### src/hdl/mgrt_pkg.sv
`default_nettype none

package mgrt_pkg;

  localparam int unsigned DEF_MAX_ENTRIES = 64;
  localparam int unsigned VALUE_W         = 32;
  localparam int unsigned CAP_W           = 7;
  localparam int unsigned COUNT_OUT_W     = 7;

  typedef enum logic [0:0] {
    OP_ADD   = 1'b0,
    OP_QUERY = 1'b1
  } op_t;

  typedef enum logic [1:0] {
    ST_OK   = 2'd0,
    ST_FULL = 2'd1,
    ST_FEW  = 2'd2
  } status_t;

  // Handed from each cell to its right neighbor.
  typedef struct packed {
    logic [VALUE_W-1:0] value;
    logic               valid;
    logic               take;
  } link_t;

endpackage

`default_nettype wire

### src/hdl/mgrt_cell.sv
`default_nettype none

// One slot of the sorted chain. Values ascend from cell 0 to the right.
module mgrt_cell (
  input  wire logic                               clk,
  input  wire logic                               rst,
  input  wire logic                               ins,
  input  wire logic [mgrt_pkg::VALUE_W-1:0]       new_value,
  input  wire mgrt_pkg::link_t                    left,
  output mgrt_pkg::link_t                         right,
  output logic [mgrt_pkg::VALUE_W-1:0]            gap,
  output logic                                    gap_ok,
  output logic                                    fresh
);

  logic [mgrt_pkg::VALUE_W-1:0] value;
  logic                         valid;
  logic                         take;

  // Empty slots and slots holding a larger value move right on insert.
  assign take = !valid || ($signed(value) > $signed(new_value));

  always_ff @(posedge clk) begin
    if (rst) begin
      valid <= 1'b0;
      fresh <= 1'b0;
    end else if (ins) begin
      fresh <= take && !left.take;
      if (take) begin
        valid <= left.take ? left.valid : 1'b1;
      end
    end
  end

  always_ff @(posedge clk) begin
    if (ins && take) begin
      value <= left.take ? left.value : new_value;
    end
  end

  // Sorted order makes this difference exact and non-negative.
  assign gap    = value - left.value;
  assign gap_ok = valid && left.valid;

  assign right = '{value: value, valid: valid, take: take};

endmodule

`default_nettype wire

### config.mk
export PLATFORM = sky130hd
export DESIGN_NAME = mgrt_cell
export DESIGN_NICKNAME = d
export VERILOG_FILES = /design/src/hdl/mgrt_pkg.sv /design/src/hdl/mgrt_cell.sv
export SDC_FILE = /design/constraint.sdc
export NUM_CORES = 1
export LEC_CHECK = 0
export BUFFER_PORTS_ARGS = -buffer_cell sky130_fd_sc_hd__buf_4
export CAP_MARGIN = 15
export CORE_MARGIN = 8
export CORE_UTILIZATION = 35
export CTS_CLUSTER_DIAMETER = 40
export DETAILED_ROUTE_END_ITERATION = 8
export GPL_ROUTABILITY_DRIVEN = 0
export PLACE_DENSITY = 0.6
export SLEW_MARGIN = 20
export SYNTH_ARGS = -nofsm -noshare
export SYNTH_HDL_FRONTEND = slang
export SYNTH_SLANG_ARGS = --single-unit
### constraint.sdc
create_clock -name clk -period 3.75 [get_ports clk]
set_input_delay 0.375 -clock clk [delete_from_list [all_inputs] [get_ports clk]]
set_output_delay 0.375 -clock clk [all_outputs]
set_load 0.01 [all_outputs]
==> flow_summary.toml, run 1 <==
[worst_setup_path]
crit_top_cell = "a21oi_1"
critPathCaptureType = "output pin"
path_cells = "inv_1, ha_1, fa_1, nor2b_1, o31ai_2, a21oi_1, a21o_2, a41oi_1, nor3_1, a21oi_1, xnor2_1, buf_4"
criticalPathCategory = "flop to output pin"
worst-endpoint-arrival_ns = 3.11
cp.required_ns = 3.38
cp_max_fo = 4
critPathLaunchType = "flop"
max_stage_delay_ns = 0.42
critical_path.slowest_cell = "fa_1"

[outcome]
status = "completed"

[route]
ant_nets = 0
first_pass_iters = 5
totalWireLength_mm = 12.7
drc = 0
viasPerCell = 5.11
vias = 3896
routedWlPerCell_um = 16.6
drt_iter0_markers = 204

[placement]
placed_cells = 755
dpl.hpwl_mm = 10.6
io_buffers = 136
post_dp_cell_area_mm2 = 0.00514

[pwr]
power_density_mw_per_mm2 = 336
pwr-share-seq_pct = 27.4
sw_frac_of_total_pct = 37.1
p_switching_w = 0.000659
clockPowerShare_pct = 23.4
vdd_drop_max_uv = 174
intPower_w = 0.00112
combPwrFrac_pct = 49.2
p_leak_nw = 2.68

[sta]
slew_headroom_pct = 60.1
finalMaxSlewViolations = 0
setup_viol = 0
rsz0062_at_grt = "false"
skew_ns = 0.00334
finalCritPeriodShare_pct = 93.0
fmax_ghz = 0.287
hold-worst-slack_ns = 0.259
max_slew.worst_pin.slew_ns = 0.598
timing.final.crit_period_ns = 3.49
fin_setup_tns_ns = 0
report.final.hold_viol_count = 0

[die]
die-area_mm2 = 0.0150
initial_utilization_pct = 35.3
die_h_um = 123
ios = 137
coreArea_mm2 = 0.0113
row_count = 39
die_w_um = 123

[flow_run]
drv_cap = 0

[final_layout]
final_cell_count_no_fill = 763
fin_nets = 752
diodes = 0
fin_area_mm2 = 0.00528
areaGrowthSynthToFinish_pct = 32.6
final_util_pct = 46.9
drive_gt1_share_pct = 27.3
final.fill_count = 1106

[yosys]
synth_edf_count = 32
yosysSeqAreaShare_pct = 25.1
syn_area_mm2 = 0.00398
syn_inst = 485
ys_warn_count = 0
ys_seq_elements = 34
syn_area_per_cell_um2 = 8.21
async_flop_share_pct = 0
yosys_most_used_dff = "edfxtp_1"
synth_cell_type_count = 67
syn_nets = 618

[clock_tree]
cts_tree = "built"
cts-root-buf = "clkbuf_16"
htree_levels = 2
numCtsBuffers = 5
clk_latency_ns = 0.28
ctsResizeCount = 0
cts_hold_buf = 0
clk_pin_slew_worst_paths_ns = 0.06
cts_setup_buffers = 0
clockBufferDepth = 2
numClockSinks = 34

[grt]
grt_max_degree = 65
antenna_found_initial = 0
grt_pass1_vias = 4035
gr-total-overflow = 0
grt_usage_pct = 16.6
grt_pass1_wl_mm = 20.2

[worst_hold_path]
hold_path_class = "input port to flop"
sequential cells by signal, summed over array words and instances, names as in the netlist:
register,flops
fresh,1
valid,1
value,32
metal layers:
| metal | wire (um) | share of wire, % | GRT usage (%) | vias up |
|---|---|---|---|---|
| met5 | 0 | 0 | 0 | - |
| met4 | 150 | 1.2 | 3.66 | 0 |
| li1 | - | - | - | 1996 |
| met1 | 5770 | 45 | 21.4 | 1790 |
| met3 | 721 | 5.7 | 3.22 | 10 |
| met2 | 6060 | 48 | 28.0 | 100 |
kinds of logic (layout without fill, tap and decap cells):
family                   after synthesis  after routing  share of synthesized area, %
AO/OA/AOI/OAI                        146            146                          24.3
XOR/XNOR                              24             24                          5.28
adder cells (fa/ha/maj)               64             64                          20.3
buffers and inverters                 84            219                          8.23
flip-flops                            34             34                          25.1
multiplexers                           1              1                         0.283
AND/OR/NAND/NOR                      132            132                          16.4
critical path, delay by kind of cell, from the launching register on:
| kind | cells | cell delay (ns) |
|---|---|---|
| DFF | 1 | 0.36 |
| adders and majority gates | 2 | 0.63 |
| buffers and inverters | 2 | 0.22 |
| xor gates and xnor gates | 1 | 0.18 |
| and+or+nand+nor | 2 | 0.49 |
| AOI/OAI and AO/OA | 5 | 0.97 |
layout make-up:
cell class	count	area (um2)	area share, %
Multi-Input combinational cell	367	2650	50.2
Sequential cell	34	1000	19.0
Timing Repair Buffer	138	1040	19.6
Tap cell	143	179	3.39
Clock inverter	2	8.76	0.166
Inverter	73	274	5.19
Clock buffer	6	129	2.44
stage by stage:
stage / total power [W] / setup WS, ns
2_1_floorplan: 0.000998 / 0.782
3_3_place_gp: 0.00136 / 0.545
3_5_place_dp: 0.00137 / 0.498
4_1_cts: 0.00179 / 0.291
5_1_grt: 0.00190 / 0.0360
6_report: 0.00178 / 0.263
synth_stat cells (2+ instances only):
cell / count / area [um2]
nand2_1: 50 / 188
o21a_1: 5 / 37.5
a21oi_2: 3 / 26.3
nor4_1: 3 / 18.8
and3_1: 3 / 18.8
nor2_1: 25 / 93.8
a21o_1: 20 / 150
xnor2_1: 17 / 149
a31oi_1: 2 / 12.5
nand3_1: 7 / 35.0
o21ai_0: 44 / 220
buf_4: 3 / 22.5
inv_1: 73 / 274
a21oi_1: 36 / 180
ha_1: 63 / 788
clkbuf_1: 7 / 26.3
nor3_1: 8 / 40.0
and2_1: 4 / 25.0
o21ai_1: 4 / 20.0
edfxtp_1: 32 / 961
o211ai_1: 5 / 37.5
xor2_1: 7 / 61.3
dfxtp_1: 2 / 40.0
or2_2: 2 / 12.5
o31a_1: 3 / 26.3
nor2b_1: 4 / 25.0
nand4_1: 9 / 56.3
nand2b_1: 5 / 31.3
power by group through the flow:
stage | sequential (W) | combinational, W | clock (W)
5_1_grt | 0.000490 | 0.000969 | 0.000436
3_3_place_gp | 0.000493 | 0.000868 | 0
4_1_cts | 0.000486 | 0.000883 | 0.000423
2_1_floorplan | 0.000498 | 0.000500 | 0
3_5_place_dp | 0.000494 | 0.000879 | 0
6_report | 0.000486 | 0.000874 | 0.000417
cells in the final DEF (no fill, tap or decap), drive strengths merged, types with 5 or more instances in the layout:
master and n:
nand2b 5, nand3 8, inv 73, o21ai 48
nand2 51, nor2 25, xnor2 17, nand4 9
ha 63, xor2 7, a21oi 39, o21a 5
and2 5, nor3 9, edfxtp 32, a21o 21
clkbuf 6, buf 138, o211ai 5
worst paths after layout:
check	depth (start not counted)	start	to	slack, ns
setup reg to reg	8	value[13]	value[18]	0.91
setup / recovery	12	value[0]	gap[24]	0.26
hold / removal	2	rst	valid	0.26
hold reg to reg	2	valid	valid	0.51
Note: power is estimated with default switching activity, not from simulation.
==> run 2: changes to the inputs <==
--- a/config.mk
+++ b/config.mk
@@ -10,8 +10,10 @@
 export CORE_MARGIN = 8
 export CORE_UTILIZATION = 35
 export CTS_CLUSTER_DIAMETER = 40
+export CTS_CLUSTER_SIZE = 8
 export DETAILED_ROUTE_END_ITERATION = 8
 export GPL_ROUTABILITY_DRIVEN = 0
+export MAX_ROUTING_LAYER = met4
 export PLACE_DENSITY = 0.6
 export SLEW_MARGIN = 20
 export SYNTH_ARGS = -nofsm -noshare
==> run 2 against run 1 <==
Clock power hardly changed. Sequential share of layout area stayed put. First-iteration DRC count is 0.98% higher. Core utilization stayed put. Non-clock buffer count stayed put. Critical path depth stayed put. Critical path type unchanged. Critical endpoint unchanged. Largest power group unchanged.
==> flow_summary.toml, run 2 (synthesis gave the netlist of run 1 again) <==
[final_layout]
drive_gt1_share_pct = 27.3
regMostFlops = "value"
areaGrowthSynthToFinish_pct = 32.6
mostFrequentLayoutCells = "buf_4 (138), inv_1 (73), ha_1 (63), nand2_1 (50), o21ai_0 (44)"
final_cell_count_no_fill = 763
diodes = 0
final_common_cell = "buf_4"
final.fill_count = 1106
multiInputGateArea_mm2 = 0.00265
fin_nets = 752
fin_area_mm2 = 0.00528
reg_top3 = "value: 32 flops, fresh: 1 flops, valid: 1 flops"
largest_reg_flops = 32
regArea_mm2 = 0.00100

[placement]
dpl.hpwl_mm = 10.6
io_buffers = 136
placed_cells = 755
post_dp_cell_area_mm2 = 0.00514

[outcome]
status = "completed"

[worst_setup_path]
cp_max_fo = 4
critPathLaunchType = "flop"
critPathCaptureType = "output pin"
criticalPathCategory = "flop to output pin"
worst-endpoint-arrival_ns = 3.12
rr_worst_depth = 8
cp.required_ns = 3.38

[die]
row_count = 39
ios = 137
coreArea_mm2 = 0.0113
die-area_mm2 = 0.0150
die_h_um = 123
die_w_um = 123
initial_utilization_pct = 35.3

[grt]
gr-total-overflow = 0
grt_max_degree = 65
antenna_found_initial = 0
grt_pass1_wl_mm = 20.1
grt_pass1_vias = 4045
grt_usage_pct = 17.0

[pwr]
power_density_mw_per_mm2 = 337
combPwrFrac_pct = 49.2
sw_frac_of_total_pct = 37.1
p_leak_nw = 2.68
intPower_w = 0.00112
clockPowerShare_pct = 23.5
p_switching_w = 0.000659
pwr-share-seq_pct = 27.4
vdd_drop_max_uv = 174
fin_total_pwr_w = 0.00178

[sta]
rsz0062_at_grt = "false"
slew_headroom_pct = 60.3
finalMaxSlewViolations = 0
skew_ns = 0.00298
fmax_ghz = 0.286
hold-worst-slack_ns = 0.259
setup_viol = 0
max_slew.worst_pin.slew_ns = 0.596
report.final.hold_viol_count = 0
fin_setup_tns_ns = 0
finalCritPeriodShare_pct = 93.2
timing.final.crit_period_ns = 3.49

[route]
routedWlPerCell_um = 16.7
ant_nets = 0
drc = 0
totalWireLength_mm = 12.7
vias = 3884
viasPerCell = 5.09
drt_iter0_markers = 206
first_pass_iters = 5

[clock_tree]
clockBufferDepth = 2
clk_latency_ns = 0.28
htree_levels = 2
cts_tree = "built"
clk_pin_slew_worst_paths_ns = 0.06
cts_setup_buffers = 0
cts-root-buf = "clkbuf_16"
numCtsBuffers = 5
numClockSinks = 34
cts_hold_buf = 0
ctsResizeCount = 0

[worst_hold_path]
worstHoldPathCells = 2
hold_path_class = "input port to flop"

[flow_run]
drv_cap = 0
run 2: routing by layer:
layer | track usage (%) | wire [um] | share of wire (%) | up-vias
met5 | - | 0 | 0 | -
met4 | 3.73 | 153 | 1.2 | 0
met3 | 2.58 | 579 | 4.5 | 10
met2 | 27.9 | 6060 | 48 | 95
met1 | 21.7 | 5940 | 47 | 1784
li1 | - | - | - | 1995
run 2: path summary, 6_finish.rpt:
check             startpoint   endpoint  slack (ns)
setup / recovery    value[0]    gap[24]        0.26
hold / removal           rst      valid        0.26
setup reg to reg   value[14]  value[18]        0.90
hold reg to reg        valid      valid        0.51
run 2: cell type report:
| cell class | instances | share of cell area [%] |
|---|---|---|
| Clock inverter | 2 | 0.166 |
| Clock buffer | 6 | 2.44 |
| Multi-Input combinational cell | 367 | 50.2 |
| Inverter | 73 | 5.19 |
| Timing Repair Buffer | 138 | 19.6 |
| Sequential cell | 34 | 19.0 |
| Tap cell | 143 | 3.39 |
run 2: worst max-delay path: stages, from the launching register on:
cell,delay [ns]
edfxtp_1,0.36
inv_1,0.07
ha_1,0.21
fa_1,0.42
nor2b_1,0.20
o31ai_2,0.11
a21oi_1,0.36
a21o_2,0.24
a41oi_1,0.18
nor3_1,0.29
a21oi_1,0.09
xnor2_1,0.18
buf_4,0.15
run 2: power groups by stage:
stage,combinational [W],clock (W),sequential (W)
4_1_cts,0.000883,0.000423,0.000486
5_1_grt,0.000968,0.000436,0.000490
3_5_place_dp,0.000879,0,0.000494
2_1_floorplan,0.000500,0,0.000498
3_3_place_gp,0.000868,0,0.000493
6_report,0.000874,0.000417,0.000486
run 2: metrics by stage:
stage | utilization, % | setup WS, ns
detailed placement | 45.6 | 0.498
CTS | 46.9 | 0.291
finish | 46.9 | 0.256
global route | 46.9 | 0.0360
floorplan | - | 0.782
global placement | 45.6 | 0.545
==> run 3: changes to the inputs <==
--- a/config.mk
+++ b/config.mk
@@ -5,6 +5,7 @@
 export SDC_FILE = /design/constraint.sdc
 export NUM_CORES = 1
 export LEC_CHECK = 0
+export ABC_AREA = 1
 export BUFFER_PORTS_ARGS = -buffer_cell sky130_fd_sc_hd__buf_4
 export CAP_MARGIN = 15
 export CORE_MARGIN = 8
==> run 3 against run 2 <==
Worst hold slack better by 0.0076 ns. Final cell count grew 14%. Highest routed layer unchanged. Routed wire length is 2.7% lower. Area after synthesis is 3.7% higher.
==> flow_summary.toml, run 3 <==
[yosys]
synth_cell_type_count = 32
synth.most_common_cell = "nand2_1"
synth_top_area_share_pct = 23.3
syn_inst = 588
syn_nets = 721
synthTopCellsByCount = "nand2_1 (127), inv_1 (110), ha_1 (63), nor2_1 (48), a21oi_1 (43)"
yosysSeqAreaShare_pct = 24.2
synth_area_leader_cell = "edfxtp_1"
syn_area_per_cell_um2 = 7.02
ys_seq_elements = 34
yosys_most_used_dff = "edfxtp_1"
syn_area_mm2 = 0.00413
ys_warn_count = 0
async_flop_share_pct = 0
synth_edf_count = 32
synth_area_leaders = "edfxtp_1 (23%), ha_1 (19%), nand2_1 (12%)"

[grt]
grt_usage_pct = 16.1
grt_pass1_wl_mm = 20.6
grt_max_degree = 65
gr-total-overflow = 0
antenna_found_initial = 0
grt_pass1_vias = 4296

[route]
routedWlPerCell_um = 14.3
vias = 4159
ant_nets = 0
totalWireLength_mm = 12.4
drc = 0
drt_iter0_markers = 168
viasPerCell = 4.80
first_pass_iters = 4

[placement]
dp_slack_ns = 0.981
io_buffers = 136
dpl.hpwl_mm = 10.6

[worst_setup_path]
cp.required_ns = 3.38
worst-endpoint-arrival_ns = 2.59
rr_worst_depth = 15
critPathCaptureType = "output pin"
critPathLaunchType = "flop"
cp_max_fo = 3
criticalPathCategory = "flop to output pin"

[clock_tree]
numClockSinks = 34
clk_latency_ns = 0.28
ctsResizeCount = 0
clockBufferDepth = 2
cts_hold_buf = 0
htree_levels = 2
clk_pin_slew_worst_paths_ns = 0.06
numCtsBuffers = 5
cts_tree = "built"
cts_setup_buffers = 0
cts-root-buf = "clkbuf_16"

[flow_run]
drv_cap = 0

[sta]
skew_ns = 0.00244
finalMaxSlewViolations = 0
fin_setup_tns_ns = 0
report.final.hold_viol_count = 0
setup_viol = 0
finalCritPeriodShare_pct = 79.0
slew_headroom_pct = 63.0
fmax_ghz = 0.338
worst_slack_ns = 0.788
max_slew.worst_pin.slew_ns = 0.556
timing.final.crit_period_ns = 2.96
rsz0062_at_grt = "false"

[final_layout]
diodes = 0
mostFrequentLayoutCells = "buf_4 (137), nand2_1 (127), inv_1 (110), ha_1 (63), nor2_1 (48)"
drive_gt1_share_pct = 22.9
reg_top3 = "value: 32 flops, fresh: 1 flops, valid: 1 flops"
areaGrowthSynthToFinish_pct = 31.8
regMostFlops = "value"
final_common_cell = "buf_4"
fin_nets = 856
largest_reg_flops = 32

[die]
die_h_um = 125
die_w_um = 125
die-area_mm2 = 0.0155
row_count = 39
coreArea_mm2 = 0.0115
initial_utilization_pct = 36.0
ios = 137

[pwr]
power_density_mw_per_mm2 = 337
vdd_drop_max_uv = 156
p_leak_nw = 2.90

[worst_hold_path]
worstHoldPathCells = 2
hold_path_class = "input port to flop"

[outcome]
status = "completed"
==> run 3: per-stage QoR <==
step           cells  instance area [um2]  total power (W)  util [%]  hold WS (ns)
6_report         867                 5440          0.00183      47.5         0.267
5_1_grt          867                 5440          0.00197      47.5         0.269
4_1_cts          867                 5440          0.00186      47.5         0.261
3_5_place_dp     859                 5300          0.00143      46.2         0.482
3_3_place_gp     859                 5300          0.00142      46.2         0.453
2_1_floorplan    588                 4130          0.00102         -         0.444
==> run 3: worst paths after layout <==
check	to	start	slack [ns]
max	gap[24]	value[0]	0.79
min	fresh	rst	0.27
max reg2reg	value[14]	value[19]	1.19
min reg2reg	fresh	fresh	0.49
==> run 3: power breakdown <==
part	switching, W	internal, W	total, W
combinational	0.000515	0.000407	0.000922
sequential	0.0000295	0.000458	0.000487
clock	0.000161	0.000264	0.000425
total	0.000705	0.00113	0.00183
==> run 3: metal layers <==
metal | track usage [%] | wire length, um | vias up
met2 | 26.7 | 5770 | 98
met3 | 3.36 | 589 | 12
met4 | 3.97 | 155 | 0
li1 | - | - | 2193
met5 | - | 0 | -
met1 | 19.5 | 5880 | 1856
==> run 3: cells by family after synthesis <==
kind of cell | after synthesis | synth area share (%)
compound gates | 126 | 17.5
xor+xnor | 31 | 6.58
fa+ha+maj | 64 | 19.6
buf+inv | 125 | 11.5
flops | 34 | 24.2
simple gates | 208 | 20.5
==> run 3: worst max-delay path: stages, from the launching register on <==
cell and delay, ns:
edfxtp_1 0.35, inv_1 0.07, ha_1 0.22, fa_1 0.44, o21ai_2 0.24, a21oi_2 0.12, o21ai_4 0.19, nand2_2 0.07
nand2_2 0.10, nor2_2 0.04, o21ai_2 0.11, xor2_1 0.19, buf_4 0.15
==> run 3: cell type report <==
| cell class | instances | area [um2] |
|---|---|---|
| fill | 1201 | 6020 |
| clock inverter | 1 | 5.00 |
| tap | 143 | 179 |
| timing repair buffer | 137 | 1030 |
| inverter | 116 | 435 |
| sequential | 34 | 1000 |
| multi-input combinational | 429 | 2650 |
| clock buffer | 7 | 143 |
